[src/hw/rtl/hipu_pkg.sv]
`timescale 1ns / 1ps

package hipu_pkg;

    // Field widths of the command and result words.
    localparam int CMD_W      = 3;
    localparam int PSTAT_W    = 4;
    localparam int CSTAT_W    = 5;
    localparam int LEN_W      = 4;
    localparam int DATA_W     = 64;
    localparam int ACT_W      = 3;
    localparam int POLL_W     = 2;

    // Configuration port.
    localparam int CFG_IDX_W  = 3;
    localparam int CFG_DATA_W = 8;
    localparam int ADDR_W     = 7;
    localparam int TICKS_W    = 8;
    localparam int TIME_W     = 32;

    // Reset values of the tick registers.
    localparam logic [TICKS_W-1:0] WATCHDOG_DEF = 8'd5;
    localparam logic [TICKS_W-1:0] HOLD_DEF     = 8'd5;
    localparam logic [TICKS_W-1:0] TIMEOUT_DEF  = 8'd10;

    // Bytes in one report.
    localparam int REPORT_BYTES = 8;
    localparam logic [LEN_W-1:0] FULL_LEN = LEN_W'(REPORT_BYTES);

    // Default ring depth.
    localparam int RING_DEPTH_DEF = 16;

    typedef enum logic [CMD_W-1:0] {
        CMD_TICK  = 3'd0,
        CMD_PORT  = 3'd1,
        CMD_HALT  = 3'd2,
        CMD_POP   = 3'd3,
        CMD_START = 3'd4
    } t_cmd;

    typedef enum logic [ACT_W-1:0] {
        ACT_NONE     = 3'd0,
        ACT_START    = 3'd1,
        ACT_DISABLE  = 3'd2,
        ACT_ASSERT   = 3'd3,
        ACT_DEASSERT = 3'd4,
        ACT_FORCE    = 3'd5
    } t_action;

    typedef enum logic [POLL_W-1:0] {
        POLL_OK        = 2'd0,
        POLL_EMPTY     = 2'd1,
        POLL_NOT_READY = 2'd2
    } t_poll;

    typedef enum logic [CFG_IDX_W-1:0] {
        CFG_DEVICE_ADDR     = 3'd0,
        CFG_ENDPOINT_NUM    = 3'd1,
        CFG_HOST_READY      = 3'd2,
        CFG_DEVICE_ATTACHED = 3'd3,
        CFG_WATCHDOG        = 3'd4,
        CFG_RESET_HOLD      = 3'd5,
        CFG_ENABLE_TIMEOUT  = 3'd6
    } t_cfg_idx;

    // Port-reset recovery phases.
    typedef enum logic [2:0] {
        PH_IDLE = 3'b001,
        PH_HOLD = 3'b010,
        PH_WAIT = 3'b100
    } t_phase;

    // One command word as held in the input register.
    typedef struct packed {
        logic [CMD_W-1:0]   command;
        logic [PSTAT_W-1:0] port_status;
        logic [CSTAT_W-1:0] channel_status;
        logic [LEN_W-1:0]   bytes_remaining;
        logic [DATA_W-1:0]  received_data;
        logic               channel_active;
        logic               frame_odd;
        logic [LEN_W-1:0]   wanted_length;
    } t_cmd_item;

    // Configuration write.
    typedef struct packed {
        logic                  we;
        logic [CFG_IDX_W-1:0]  idx;
        logic [CFG_DATA_W-1:0] data;
    } t_cfg_wr;

    // Result word without the report bytes, which come from the ring.
    typedef struct packed {
        t_action          action;
        logic             data_pid;
        logic             odd_frame;
        logic [LEN_W-1:0] report_length;
        t_poll            poll_status;
    } t_res_ctl;

    // Requests from the controller to the ring.
    typedef struct packed {
        logic              push;
        logic              pop;
        logic [DATA_W-1:0] data;
    } t_ring_req;

    typedef struct packed {
        logic empty;
    } t_ring_stat;

    // Byte mask keeping the low len bytes of a report.
    function automatic logic [DATA_W-1:0] byte_mask(input logic [LEN_W-1:0] len);
        logic [DATA_W-1:0] m;
        m = '0;
        for (int b = 0; b < REPORT_BYTES; b++) begin
            m[8*b +: 8] = (LEN_W'(b) < len) ? 8'hFF : 8'h00;
        end
        return m;
    endfunction

endpackage

[src/hw/rtl/hipu_cmd_if.sv]
`timescale 1ns / 1ps

interface hipu_cmd_if;
    import hipu_pkg::*;

    logic               valid;
    logic               ready;
    logic [CMD_W-1:0]   command;
    logic [PSTAT_W-1:0] port_status;
    logic [CSTAT_W-1:0] channel_status;
    logic [LEN_W-1:0]   bytes_remaining;
    logic [DATA_W-1:0]  received_data;
    logic               channel_active;
    logic               frame_odd;
    logic [LEN_W-1:0]   wanted_length;

    modport source (
        output valid, command, port_status, channel_status, bytes_remaining,
               received_data, channel_active, frame_odd, wanted_length,
        input  ready
    );

    modport sink (
        input  valid, command, port_status, channel_status, bytes_remaining,
               received_data, channel_active, frame_odd, wanted_length,
        output ready
    );
endinterface

[src/hw/rtl/hipu_res_if.sv]
`timescale 1ns / 1ps

interface hipu_res_if;
    import hipu_pkg::*;

    logic              valid;
    logic              ready;
    logic [ACT_W-1:0]  action;
    logic              data_pid;
    logic              odd_frame;
    logic [DATA_W-1:0] report_data;
    logic [LEN_W-1:0]  report_length;
    logic [POLL_W-1:0] poll_status;

    modport source (
        output valid, action, data_pid, odd_frame, report_data, report_length,
               poll_status,
        input  ready
    );

    modport sink (
        input  valid, action, data_pid, odd_frame, report_data, report_length,
               poll_status,
        output ready
    );
endinterface

[src/hw/rtl/hipu_ring.sv]
`timescale 1ns / 1ps

module hipu_ring #(
    parameter int DEPTH = hipu_pkg::RING_DEPTH_DEF
) (
    input  logic                         i_clk,
    input  logic                         i_rst_n,
    input  hipu_pkg::t_ring_req          i_req,
    output hipu_pkg::t_ring_stat         o_stat,
    output logic [hipu_pkg::DATA_W-1:0]  o_rd_data
);
    import hipu_pkg::*;

    localparam int AW = $clog2(DEPTH);
    localparam logic [AW-1:0] LAST = AW'(DEPTH - 1);

    logic [DATA_W-1:0] r_mem [DEPTH];
    logic [DATA_W-1:0] r_rd_data;
    logic [AW-1:0]     r_wr, n_wr;
    logic [AW-1:0]     r_rd, n_rd;
    logic [AW-1:0]     wr_next;
    logic [AW-1:0]     rd_next;
    logic              full;

    // Index increments wrap at the depth, which need not be a power of two.
    assign wr_next = (r_wr == LAST) ? '0 : r_wr + 1'b1;
    assign rd_next = (r_rd == LAST) ? '0 : r_rd + 1'b1;

    // One slot is kept free so that equal indices mean empty.
    assign full         = (wr_next == r_rd);
    assign o_stat.empty = (r_wr == r_rd);
    assign o_rd_data    = r_rd_data;

    // A report that arrives when the ring is full is dropped.
    always_comb begin
        n_wr = r_wr;
        n_rd = r_rd;
        if (i_req.push && !full) begin
            n_wr = wr_next;
        end
        if (i_req.pop) begin
            n_rd = rd_next;
        end
    end

    always_ff @(posedge i_clk) begin
        if (!i_rst_n) begin
            r_wr <= '0;
            r_rd <= '0;
        end else begin
            r_wr <= n_wr;
            r_rd <= n_rd;
        end
    end

    // Report storage, written at the write index and read at the head.
    always_ff @(posedge i_clk) begin
        if (i_req.push && !full) begin
            r_mem[r_wr] <= i_req.data;
        end
        if (i_req.pop) begin
            r_rd_data <= r_mem[r_rd];
        end
    end

    // The controller only pops a ring that holds a report.
    a_no_pop_empty: assert property (@(posedge i_clk) disable iff (!i_rst_n)
        i_req.pop |-> !o_stat.empty)
        else $error("ring popped while empty");

    // A push into a full ring leaves the write index where it was.
    a_full_drop: assert property (@(posedge i_clk) disable iff (!i_rst_n)
        (i_req.push && full && !i_req.pop) |=> (r_wr == $past(r_wr)) && !o_stat.empty)
        else $error("push into a full ring moved the write index");

endmodule

[src/hw/rtl/hipu_ctrl.sv]
`timescale 1ns / 1ps

module hipu_ctrl (
    input  logic                  i_clk,
    input  logic                  i_rst_n,
    input  logic                  i_step,
    input  hipu_pkg::t_cmd_item   i_item,
    input  hipu_pkg::t_cfg_wr     i_cfg,
    input  hipu_pkg::t_ring_stat  i_ring,
    output hipu_pkg::t_ring_req   o_ring,
    output hipu_pkg::t_res_ctl    o_res
);
    import hipu_pkg::*;

    // Configuration registers.
    logic [ADDR_W-1:0]  r_dev_addr;
    logic               r_host_ready;
    logic [TICKS_W-1:0] r_wd_ticks;
    logic [TICKS_W-1:0] r_hold_ticks;
    logic [TICKS_W-1:0] r_timeout_ticks;

    // Polling state.
    logic [TIME_W-1:0] r_tick, n_tick;
    logic [TIME_W-1:0] r_last_start, n_last_start;
    logic [TIME_W-1:0] r_rst_start, n_rst_start;
    logic              r_pending, n_pending;
    logic              r_toggle, n_toggle;
    logic              r_link_up, n_link_up;
    logic              r_addr_valid, n_addr_valid;
    t_phase            r_phase, n_phase;

    logic              addr_ok;
    logic              dev_ready;
    logic [TIME_W-1:0] rst_elapsed;
    logic [TIME_W-1:0] wd_elapsed;
    logic              launch_en;
    logic              launch_force;
    t_action           launch_act;
    logic [LEN_W-1:0]  pop_len;

    assign addr_ok     = r_addr_valid && (r_dev_addr != '0);
    assign dev_ready   = r_host_ready && r_link_up && addr_ok;
    assign n_tick      = (i_step && (i_item.command == CMD_TICK)) ? r_tick + 1'b1 : r_tick;
    assign rst_elapsed = n_tick - r_rst_start;
    assign wd_elapsed  = n_tick - r_last_start;
    assign pop_len     = (i_item.wanted_length > FULL_LEN) ? FULL_LEN
                                                           : i_item.wanted_length;

    // Decode the command word and work out the result and the next state.
    always_comb begin
        n_last_start = r_last_start;
        n_rst_start  = r_rst_start;
        n_pending    = r_pending;
        n_toggle     = r_toggle;
        n_link_up    = r_link_up;
        n_addr_valid = r_addr_valid;
        n_phase      = r_phase;
        launch_en    = 1'b0;
        launch_force = 1'b0;
        launch_act   = ACT_START;
        o_ring.push  = 1'b0;
        o_ring.pop   = 1'b0;
        o_ring.data  = i_item.received_data;
        o_res.action        = ACT_NONE;
        o_res.data_pid      = 1'b0;
        o_res.odd_frame     = 1'b0;
        o_res.report_length = '0;
        o_res.poll_status   = POLL_EMPTY;

        if (i_step) begin
            case (i_item.command)
                CMD_TICK: begin
                    unique case (r_phase)
                        PH_HOLD: begin
                            if (r_rst_start == '0) begin
                                n_rst_start = n_tick;
                            end else if (rst_elapsed >= TIME_W'(r_hold_ticks)) begin
                                o_res.action = ACT_DEASSERT;
                                n_phase      = PH_WAIT;
                                n_rst_start  = n_tick;
                            end
                        end
                        PH_WAIT: begin
                            if (i_item.port_status[0]) begin
                                n_phase   = PH_IDLE;
                                launch_en = addr_ok;
                            end else if (rst_elapsed >= TIME_W'(r_timeout_ticks)) begin
                                n_phase = PH_IDLE;
                            end
                        end
                        default: begin
                            n_phase = PH_IDLE;
                            if (dev_ready) begin
                                if (r_pending && (wd_elapsed >= TIME_W'(r_wd_ticks))) begin
                                    // Watchdog expiry restarts the transfer.
                                    n_pending    = 1'b0;
                                    launch_en    = 1'b1;
                                    launch_force = 1'b1;
                                    launch_act   = i_item.channel_active ? ACT_FORCE
                                                                         : ACT_START;
                                end else if (!r_pending) begin
                                    launch_en = 1'b1;
                                end
                            end
                        end
                    endcase
                end
                CMD_PORT: begin
                    // Enable lost while still connected starts a port reset.
                    if (i_item.port_status[2] && !i_item.port_status[0]
                        && i_item.port_status[1]) begin
                        o_res.action = ACT_ASSERT;
                        n_phase      = PH_HOLD;
                        n_rst_start  = '0;
                        n_pending    = 1'b0;
                    end
                    // Disconnect drops the link.
                    if (i_item.port_status[3] && !i_item.port_status[1]) begin
                        n_link_up    = 1'b0;
                        n_addr_valid = 1'b0;
                        n_pending    = 1'b0;
                    end
                end
                CMD_HALT: begin
                    if (addr_ok) begin
                        if (i_item.channel_status[0]
                            || (i_item.channel_status[1] && i_item.channel_status[2])) begin
                            n_toggle    = !r_toggle;
                            o_ring.push = (i_item.bytes_remaining < FULL_LEN);
                        end
                        n_pending = 1'b0;
                        launch_en = 1'b1;
                    end
                end
                CMD_POP: begin
                    if (!dev_ready) begin
                        o_res.poll_status = POLL_NOT_READY;
                    end else if (!i_ring.empty) begin
                        o_ring.pop          = 1'b1;
                        o_res.report_length = pop_len;
                        o_res.poll_status   = POLL_OK;
                    end
                end
                CMD_START: begin
                    if (!r_pending && addr_ok) begin
                        if (i_item.channel_active) begin
                            o_res.action = ACT_DISABLE;
                        end else begin
                            launch_en = 1'b1;
                        end
                    end
                end
                default: begin
                end
            endcase

            // Transfer launch, skipped while the channel is still enabled unless forced.
            if (launch_en && (launch_force || !i_item.channel_active)) begin
                n_pending       = 1'b1;
                n_last_start    = n_tick;
                o_res.action    = launch_act;
                o_res.data_pid  = n_toggle;
                o_res.odd_frame = i_item.frame_odd;
            end
        end

        // Configuration writes that re-arm the link flags.
        if (i_cfg.we) begin
            case (i_cfg.idx)
                CFG_DEVICE_ADDR:     n_addr_valid = (i_cfg.data[ADDR_W-1:0] != '0);
                CFG_DEVICE_ATTACHED: n_link_up    = i_cfg.data[0];
                default: begin
                end
            endcase
        end
    end

    // Configuration registers; the endpoint number has no effect here.
    always_ff @(posedge i_clk) begin
        if (!i_rst_n) begin
            r_dev_addr      <= '0;
            r_host_ready    <= 1'b0;
            r_wd_ticks      <= WATCHDOG_DEF;
            r_hold_ticks    <= HOLD_DEF;
            r_timeout_ticks <= TIMEOUT_DEF;
        end else if (i_cfg.we) begin
            case (i_cfg.idx)
                CFG_DEVICE_ADDR:    r_dev_addr      <= i_cfg.data[ADDR_W-1:0];
                CFG_HOST_READY:     r_host_ready    <= i_cfg.data[0];
                CFG_WATCHDOG:       r_wd_ticks      <= i_cfg.data;
                CFG_RESET_HOLD:     r_hold_ticks    <= i_cfg.data;
                CFG_ENABLE_TIMEOUT: r_timeout_ticks <= i_cfg.data;
                default: begin
                end
            endcase
        end
    end

    always_ff @(posedge i_clk) begin
        if (!i_rst_n) begin
            r_tick       <= '0;
            r_last_start <= '0;
            r_rst_start  <= '0;
            r_pending    <= 1'b0;
            r_toggle     <= 1'b0;
            r_link_up    <= 1'b0;
            r_addr_valid <= 1'b0;
            r_phase      <= PH_IDLE;
        end else begin
            r_tick       <= n_tick;
            r_last_start <= n_last_start;
            r_rst_start  <= n_rst_start;
            r_pending    <= n_pending;
            r_toggle     <= n_toggle;
            r_link_up    <= n_link_up;
            r_addr_valid <= n_addr_valid;
            r_phase      <= n_phase;
        end
    end

    // Deasserting port reset always moves on to waiting for enable.
    a_deassert_wait: assert property (@(posedge i_clk) disable iff (!i_rst_n)
        (i_step && (o_res.action == ACT_DEASSERT)) |=> (r_phase == PH_WAIT))
        else $error("deassert without entering the enable wait");

    // Every started transfer is marked pending with a fresh timestamp.
    a_launch_pending: assert property (@(posedge i_clk) disable iff (!i_rst_n)
        (i_step && ((o_res.action == ACT_START) || (o_res.action == ACT_FORCE)))
        |=> r_pending && (r_last_start == r_tick))
        else $error("started transfer not marked pending");

    // A report only leaves the ring for a ready device.
    a_pop_ready: assert property (@(posedge i_clk) disable iff (!i_rst_n)
        o_ring.pop |-> dev_ready && (o_res.poll_status == POLL_OK))
        else $error("report popped for a device that is not ready");

endmodule

[src/hw/rtl/hid_interrupt_in_poller_unit.sv]
`timescale 1ns / 1ps

// Polling controller for one HID interrupt-IN endpoint. Each command word
// taken on i_cmd gives exactly one result word on o_res, in order. A word
// is captured in an input register, decoded in one pass and written to a
// result register, so the unit takes one command per clock while o_res
// does not stall; a result is presented from the result register once its
// command has passed the input register. The ring's read register fills at
// the same edge as the result register. Received reports are kept in a ring
// of RING_DEPTH 64-bit words holding up to RING_DEPTH-1 reports; a report
// arriving when it is full is dropped. Registers are to be written through
// i_cfg_we/i_cfg_idx/i_cfg_data only while no command is in flight; the
// block itself does not enforce this.
module hid_interrupt_in_poller_unit #(
    parameter int RING_DEPTH = hipu_pkg::RING_DEPTH_DEF
) (
    input  logic                             i_clk,
    input  logic                             i_rst_n,
    input  logic                             i_cfg_we,
    input  logic [hipu_pkg::CFG_IDX_W-1:0]   i_cfg_idx,
    input  logic [hipu_pkg::CFG_DATA_W-1:0]  i_cfg_data,
    hipu_cmd_if.sink                         i_cmd,
    hipu_res_if.source                       o_res
);
    import hipu_pkg::*;

    logic              r_in_valid;
    t_cmd_item         r_in;
    logic              r_out_valid;
    t_res_ctl          r_res;
    logic              adv;
    t_cfg_wr           cfg;
    t_res_ctl          res_ctl;
    t_ring_req         ring_req;
    t_ring_stat        ring_stat;
    logic [DATA_W-1:0] ring_data;

    // The held word moves on whenever the result register is free or drained.
    assign adv         = r_in_valid && (!r_out_valid || o_res.ready);
    assign i_cmd.ready = !r_in_valid || adv;

    assign cfg.we   = i_cfg_we;
    assign cfg.idx  = i_cfg_idx;
    assign cfg.data = i_cfg_data;

    // Input register.
    always_ff @(posedge i_clk) begin
        if (!i_rst_n) begin
            r_in_valid <= 1'b0;
        end else if (i_cmd.ready) begin
            r_in_valid <= i_cmd.valid;
        end
    end

    always_ff @(posedge i_clk) begin
        if (i_cmd.valid && i_cmd.ready) begin
            r_in.command         <= i_cmd.command;
            r_in.port_status     <= i_cmd.port_status;
            r_in.channel_status  <= i_cmd.channel_status;
            r_in.bytes_remaining <= i_cmd.bytes_remaining;
            r_in.received_data   <= i_cmd.received_data;
            r_in.channel_active  <= i_cmd.channel_active;
            r_in.frame_odd       <= i_cmd.frame_odd;
            r_in.wanted_length   <= i_cmd.wanted_length;
        end
    end

    hipu_ctrl u_ctrl (
        .i_clk   (i_clk),
        .i_rst_n (i_rst_n),
        .i_step  (adv),
        .i_item  (r_in),
        .i_cfg   (cfg),
        .i_ring  (ring_stat),
        .o_ring  (ring_req),
        .o_res   (res_ctl)
    );

    hipu_ring #(
        .DEPTH (RING_DEPTH)
    ) u_ring (
        .i_clk     (i_clk),
        .i_rst_n   (i_rst_n),
        .i_req     (ring_req),
        .o_stat    (ring_stat),
        .o_rd_data (ring_data)
    );

    // Result register; the report bytes sit in the ring's read register.
    always_ff @(posedge i_clk) begin
        if (!i_rst_n) begin
            r_out_valid <= 1'b0;
        end else if (!r_out_valid || o_res.ready) begin
            r_out_valid <= r_in_valid;
        end
    end

    always_ff @(posedge i_clk) begin
        if (adv) begin
            r_res <= res_ctl;
        end
    end

    assign o_res.valid         = r_out_valid;
    assign o_res.action        = r_res.action;
    assign o_res.data_pid      = r_res.data_pid;
    assign o_res.odd_frame     = r_res.odd_frame;
    assign o_res.report_length = r_res.report_length;
    assign o_res.poll_status   = r_res.poll_status;
    // Bytes beyond the delivered length read as zero.
    assign o_res.report_data   = ring_data & byte_mask(r_res.report_length);

    // A word leaving the input register always lands in the result register.
    a_adv_lands: assert property (@(posedge i_clk) disable iff (!i_rst_n)
        adv |=> r_out_valid)
        else $error("decoded word lost on its way to the result register");

endmodule

[src/flat_wrapper.sv]
// flat-port wrapper written by rule: the top's interface ports become plain ports
module hid_interrupt_in_poller_unit_flat import hipu_pkg::*;
#(
    parameter int RING_DEPTH = hipu_pkg::RING_DEPTH_DEF
)
  (i_clk, i_rst_n, i_cfg_we, i_cfg_idx, i_cfg_data, i_cmd_valid, i_cmd_command, i_cmd_port_status, i_cmd_channel_status, i_cmd_bytes_remaining, i_cmd_received_data, i_cmd_channel_active, i_cmd_frame_odd, i_cmd_wanted_length, i_cmd_ready, o_res_valid, o_res_action, o_res_data_pid, o_res_odd_frame, o_res_report_data, o_res_report_length, o_res_poll_status, o_res_ready);
  hipu_cmd_if i_cmd_i ();
  hipu_res_if o_res_i ();
  input  logic i_clk;
  input  logic i_rst_n;
  input  logic i_cfg_we;
  input  logic [hipu_pkg::CFG_IDX_W-1:0] i_cfg_idx;
  input  logic [hipu_pkg::CFG_DATA_W-1:0] i_cfg_data;
  input wire logic [$bits(i_cmd_i.valid)-1:0] i_cmd_valid;
  input wire logic [$bits(i_cmd_i.command)-1:0] i_cmd_command;
  input wire logic [$bits(i_cmd_i.port_status)-1:0] i_cmd_port_status;
  input wire logic [$bits(i_cmd_i.channel_status)-1:0] i_cmd_channel_status;
  input wire logic [$bits(i_cmd_i.bytes_remaining)-1:0] i_cmd_bytes_remaining;
  input wire logic [$bits(i_cmd_i.received_data)-1:0] i_cmd_received_data;
  input wire logic [$bits(i_cmd_i.channel_active)-1:0] i_cmd_channel_active;
  input wire logic [$bits(i_cmd_i.frame_odd)-1:0] i_cmd_frame_odd;
  input wire logic [$bits(i_cmd_i.wanted_length)-1:0] i_cmd_wanted_length;
  output wire logic [$bits(i_cmd_i.ready)-1:0] i_cmd_ready;
  output wire logic [$bits(o_res_i.valid)-1:0] o_res_valid;
  output wire logic [$bits(o_res_i.action)-1:0] o_res_action;
  output wire logic [$bits(o_res_i.data_pid)-1:0] o_res_data_pid;
  output wire logic [$bits(o_res_i.odd_frame)-1:0] o_res_odd_frame;
  output wire logic [$bits(o_res_i.report_data)-1:0] o_res_report_data;
  output wire logic [$bits(o_res_i.report_length)-1:0] o_res_report_length;
  output wire logic [$bits(o_res_i.poll_status)-1:0] o_res_poll_status;
  input wire logic [$bits(o_res_i.ready)-1:0] o_res_ready;
  assign i_cmd_i.valid = i_cmd_valid;
  assign i_cmd_i.command = i_cmd_command;
  assign i_cmd_i.port_status = i_cmd_port_status;
  assign i_cmd_i.channel_status = i_cmd_channel_status;
  assign i_cmd_i.bytes_remaining = i_cmd_bytes_remaining;
  assign i_cmd_i.received_data = i_cmd_received_data;
  assign i_cmd_i.channel_active = i_cmd_channel_active;
  assign i_cmd_i.frame_odd = i_cmd_frame_odd;
  assign i_cmd_i.wanted_length = i_cmd_wanted_length;
  assign i_cmd_ready = i_cmd_i.ready;
  assign o_res_valid = o_res_i.valid;
  assign o_res_action = o_res_i.action;
  assign o_res_data_pid = o_res_i.data_pid;
  assign o_res_odd_frame = o_res_i.odd_frame;
  assign o_res_report_data = o_res_i.report_data;
  assign o_res_report_length = o_res_i.report_length;
  assign o_res_poll_status = o_res_i.poll_status;
  assign o_res_i.ready = o_res_ready;
  hid_interrupt_in_poller_unit #(.RING_DEPTH(RING_DEPTH)) u_core (.i_clk(i_clk), .i_rst_n(i_rst_n), .i_cfg_we(i_cfg_we), .i_cfg_idx(i_cfg_idx), .i_cfg_data(i_cfg_data), .i_cmd(i_cmd_i), .o_res(o_res_i));
endmodule
[config.mk]
export PLATFORM = sky130hd
export DESIGN_NAME = hid_interrupt_in_poller_unit_flat
export DESIGN_NICKNAME = d
export VERILOG_FILES = /design/src/hw/rtl/hipu_pkg.sv /design/src/hw/rtl/hipu_cmd_if.sv /design/src/hw/rtl/hipu_res_if.sv /design/src/hw/rtl/hipu_ring.sv /design/src/hw/rtl/hipu_ctrl.sv /design/src/hw/rtl/hid_interrupt_in_poller_unit.sv /design/src/flat_wrapper.sv
export SDC_FILE = /design/constraint.sdc
export NUM_CORES = 2
export LEC_CHECK = 0
export BUFFER_PORTS_ARGS = -buffer_cell sky130_fd_sc_hd__buf_2
export CORE_MARGIN = 2
export CORE_UTILIZATION = 40
export CTS_CLUSTER_SIZE = 25
export DETAILED_ROUTE_END_ITERATION = 8
export GPL_TIMING_DRIVEN = 0
export HOLD_SLACK_MARGIN = 0.03
export PLACE_DENSITY = 0.58
export SETUP_SLACK_MARGIN = 0.4
export SYNTH_ARGS = -nofsm -noshare
export SYNTH_HDL_FRONTEND = slang
export SYNTH_HIERARCHICAL = 1
export SYNTH_SLANG_ARGS = --single-unit
[constraint.sdc]
create_clock -name i_clk -period 10.45 [get_ports i_clk]
set_input_delay 0.5225 -clock i_clk [delete_from_list [all_inputs] [get_ports i_clk]]
set_output_delay 0.5225 -clock i_clk [all_outputs]
set_load 0.05 [all_outputs]
; ---- Word-level counts from Yosys, hierarchy flattened
; Memory sizes are Yosys's and may differ from the RTL's. A register that Yosys moved wholly into a read port is not among the register bits.
; Cells that the tools add are included.
[totals]
ff_bits = 240
mem_bits_rw = 1024
inputBits = 102
output_inout_bits = 77
elab_cells = 208
mem_count = 1
[classes]
n_addsub = 5
magnitude_cmp = 13
eq_ne = 26
muxes = 84
bitwise_logic = 3
n_reduce_logical = 45
[memory_table]
columns = memory, words, word_bits, read_ports, rd_clocked_by_memory_dff, wr, line_no
row1 = u_core.u_ring.r_mem, 16, 64, 1, 1, 1, hipu_ring.sv:17  ; logic [DATA_W-1:0] r_mem [DEPTH];
[ops]
columns = op, n
row1 = $mux W32, 5
row2 = $ge A32 B8 Y1, 3
row3 = $and A64 B64 Y64, 1
row4 = $mux W8, 8
row5 = $pmux W32 S2, 1
row6 = $sub A32 B32 Y32, 2
row7 = $mux W1, 42
row8 = $mux W3, 13
row9 = $add A32 B1 Y32 const B, 1
row10 = $logic_not A32 Y1, 1
row11 = $lt A3 B4 Y1 const A, 4
row12 = $eq A3 B2 Y1 const B, 5
row13 = $eq A3 B3 Y1 const B, 5
row14 = $logic_and A1 B1 Y1, 14
row15 = $reduce_bool A7 Y1, 2
row16 = $mux W4, 3
row17 = $pmux W3 S2, 2
row18 = $reduce_and A2 Y1, 6
row19 = $mux W2, 5
row20 = $ne A3 B3 Y1 const B, 3
row21 = $pmux W3 S3, 1
row22 = $add A4 B1 Y4 const B, 2
row23 = $eq A4 B4 Y1, 2
row24 = $eq A4 B4 Y1 const B, 2
row25 = other kinds (26), 43

; ---- Logic depth before layout (Yosys ltp)
[depth]
word_depth = 17
depth_mapped = 25
mapped_depth_nobuf = 23

; ---- By module
; The synthesis kept the hierarchy.
[modules_own_cells]
columns = mod, instances, cells_each, area_each_um2, seq_area_each_um2
row1 = hipu_ring, 1, 1779, 41534.8, 32831.5
row2 = hipu_ctrl, 1, 1488, 11364.6, 2702.6
row3 = hid_interrupt_in_poller_unit, 1, 179, 3497.1, 2952.8

; ---- Least setup slack after synthesis
; No wires, ideal clock.
[synth_timing]
kind = reg-to-reg
startpoint = reg u_core.r_out_valid, in the netlist u_core/o_res.valid
endpoint = reg u_core.r_res, in the netlist u_core/o_res.action[2], data pin
setup_ps = 256
t_arrival_ps = 5575
t_required_ps = 10194
slack_ps = 4619
path_stages_with_launch = 24
n_path_buf = 1
synth_period_minus_slack_ps = 5831
cell_sequence = dfxtp_1 > nor2b_1 > nor2b_1 > and3_1 > nand3_1 > xnor2_1 > ha_1 > a21oi_1 > nand2_1 > or2_1 > xor2_1 > ha_1 > a21o_1 > a21o_1 > a21oi_1 > nand4_1 > or4_1 > nor4_2 > nand4_1 > nor4_4 > o22ai_4 > buf_6 > a31o_1 > o211a_1
[synth_rtl]
columns = element, line_no
row1 = start: declaration, hid_interrupt_in_poller_unit.sv:29  ; logic r_out_valid;
row2 = start signal: assignment, hid_interrupt_in_poller_unit.sv:94  ; r_out_valid <= r_in_valid;
row3 = end signal: assignment, hid_interrupt_in_poller_unit.sv:100  ; r_res <= res_ctl;
row4 = end: declaration, hid_interrupt_in_poller_unit.sv:30  ; t_res_ctl r_res;

==> flow_summary.toml <==
[outcome]
outcome = "finished clean"

[timing]
fin_crit_sh = 0.711
worstMarginPinSlew_ns = 1.23
slew_viol_final = 0
fin_crit_ns = 7.43
rsz0062_at_grt = "no"
timing.slew.headroom = 0.175
hold_viol_final = 0
skew_ns = 0.0471
finalSetupViolations = 0
max_freq_mhz = 135
finalSetupTns_ns = 0
hold_slack_ns = 0.0986

[synth]
syn_nets = 3638
avgSynthCellArea_sq_um = 16.3
yosysWarningCount = 6
netlist_area_sq_mm = 0.0562
syn_inst = 3441

[clocking]
clock_sinks = 1325
path_clk_slew_ns = 0.06
cts_tree = "built"
clkLatencyLatePin_ns = 0.79
cts_buffer_depth = 3
h-tree-depth = 4
postCtsHoldBufs = 86
post_cts_buffers = 0
cts_made_buffers = 141
cts_root_buffer = "clkbuf_16"
cts_resized = 0

[setup_path]
cp_data_arrival_time_ns = 7.93
cp_max_fo = 17
cp-end-kind = "flop"
worstSetupPathType = "reg -> reg"
crit_start = "u_core/o_res.valid$_SDFFE_PN0P_"
r2r_start = "u_core/o_res.valid$_SDFFE_PN0P_"
crit_path_max_incr_delay_ns = 0.78
required_ns = 10.95
worst_setup_path_start_kind = "flop"
cpMaxStageDelayCell = "nor4b_1"
crit_chain = "nor2b_1 -> nor2b_2 -> and3_1 -> nand3_1 -> nor3_1 -> nand3_1 -> xnor2_1 -> ha_1 -> clkbuf_1 -> nand2_1 -> nor4_1 -> o211ai_1 -> a31oi_1 -> a221oi_1 -> xnor2_1 -> a2111oi_2 -> nor4b_1 -> a21oi_1 -> a31o_1 -> o211a_1"

[global_routing]
grt-ovfl-total = 0
grt_max_degree = 47
grt_first_pass_wirelength_mm = 208
antenna_found_initial = 5
grt_pass1_vias = 31804
grt_use_total = 0.197

[power]
ir_drop_mv = 0.111
leakagePower_nw = 22.0
power.total_mw = 10.9
powerDensity_mw_per_mm2 = 167

[layout]
seqCellArea_sq_mm = 0.0383
final_cell_mix = "1180 x edfxtp_1, 256 x mux4_2, 226 x nand2_1"
fillers = 12015
syn_to_final_growth_pct = 16.6
multi_input_area_sq_mm = 0.0162
fin_nets = 4062
fin_cells = 5859
drive_above_1_share = 0.221
final_common_cell = "edfxtp_1"

[drt]
drt_iter0_drc = 2528
vias = 31704
final_antenna_net_count = 0
finalWirelength_mm = 141
drcViolationCount = 0
drtPass1Iterations = 5
viasPerCell = 5.41
wl_per_cell_microns = 24.1

[place]
dp_hpwl_mm = 89.0
place_inst = 5511
placement.io_buffers = 171
gp_congestion = 0.874

[floorplanning]
top_level_ports = 179
initial_core_util = 0.403
die_area_sq_mm = 0.144
die_w_microns = 379
fp-row-count = 137
design.core.area_sq_mm = 0.140
die_h_microns = 379

[hold_path]
hold_class = "in -> reg"
hold_start = "i_cfg_data[2]"

[flow_run]
drv_cap = 0
## worst paths after layout
check                           depth (start not counted)                                            end  slack, ns
worst max-delay path                                   20               u_core/o_res.action[2]$_DFFE_PP_       3.02
worst min-delay path                                    3  u_core/u_ctrl/r_timeout_ticks[2]$_SDFFE_PN0P_        0.1
worst max register to register                         20               u_core/o_res.action[2]$_DFFE_PP_       3.02
worst min register to register                          2       u_core/u_ctrl/r_dev_addr[4]$_SDFFE_PN0P_       0.45
## critical path: cells and delay by family (launching register included)
family | cells | cell delay (ns)
buffers and inverters | 1 | 0.37
AND/OR/NAND/NOR | 9 | 3.67
AO/OA/AOI/OAI | 7 | 1.96
XOR/XNOR | 2 | 0.63
adder cells (fa/ha/maj) | 1 | 0.20
flip-flops | 1 | 0.32
## state kept, by name, summed over array words and instances (netlist names), 32 cells and up
signal                      flops
u_core/u_ring/o_rd_data        64
u_core/u_ctrl/r_last_start     32
u_core/u_ctrl/r_rst_start      32
u_core/u_ring/r_mem          1024
u_core/r_in                    81
u_core/u_ctrl/r_tick           32
## report_power, final
| part | internal [mW] | leakage, nW | switching [mW] | total, mW |
|---|---|---|---|---|
| combinational | 0.0758 | 7.93 | 0.153 | 0.229 |
| sequential | 5.78 | 11.8 | 0.0143 | 5.80 |
| clock | 2.78 | 2.23 | 2.14 | 4.92 |
## per-layer routing
metal | routed length (microns) | global-route usage | vias to the layer above
met5 | 21 | 0 | -
met4 | 3420 | 0.0600 | 4
met3 | 7380 | 0.0316 | 197
met2 | 69100 | 0.328 | 923
met1 | 61300 | 0.266 | 16290
li1 | - | - | 14290
## stage by stage
stage / worst slack [ns] / utilization / instance area [sq um]
6_report: 3.02 / 0.470 / 65600
5_1_grt: 2.15 / 0.470 / 65600
4_1_cts: 2.84 / 0.470 / 65600
3_5_place_dp: 2.64 / 0.431 / 60100
3_3_place_gp: 0.871 / 0.426 / 59400
2_1_floorplan: 4.62 / - / 56200
## final cells by class
type                       count  share of cell area
buffer                       231              0.0222
sequential                  1325               0.585
inverter                     110             0.00633
clock buffer                 165              0.0555
tap                         1876              0.0358
multi-input combinational   1775               0.246
antenna                        2           0.0000763
clock inverter                94              0.0145
timing repair buffer         281              0.0346
Note: power is estimated with default switching activity, not from simulation.
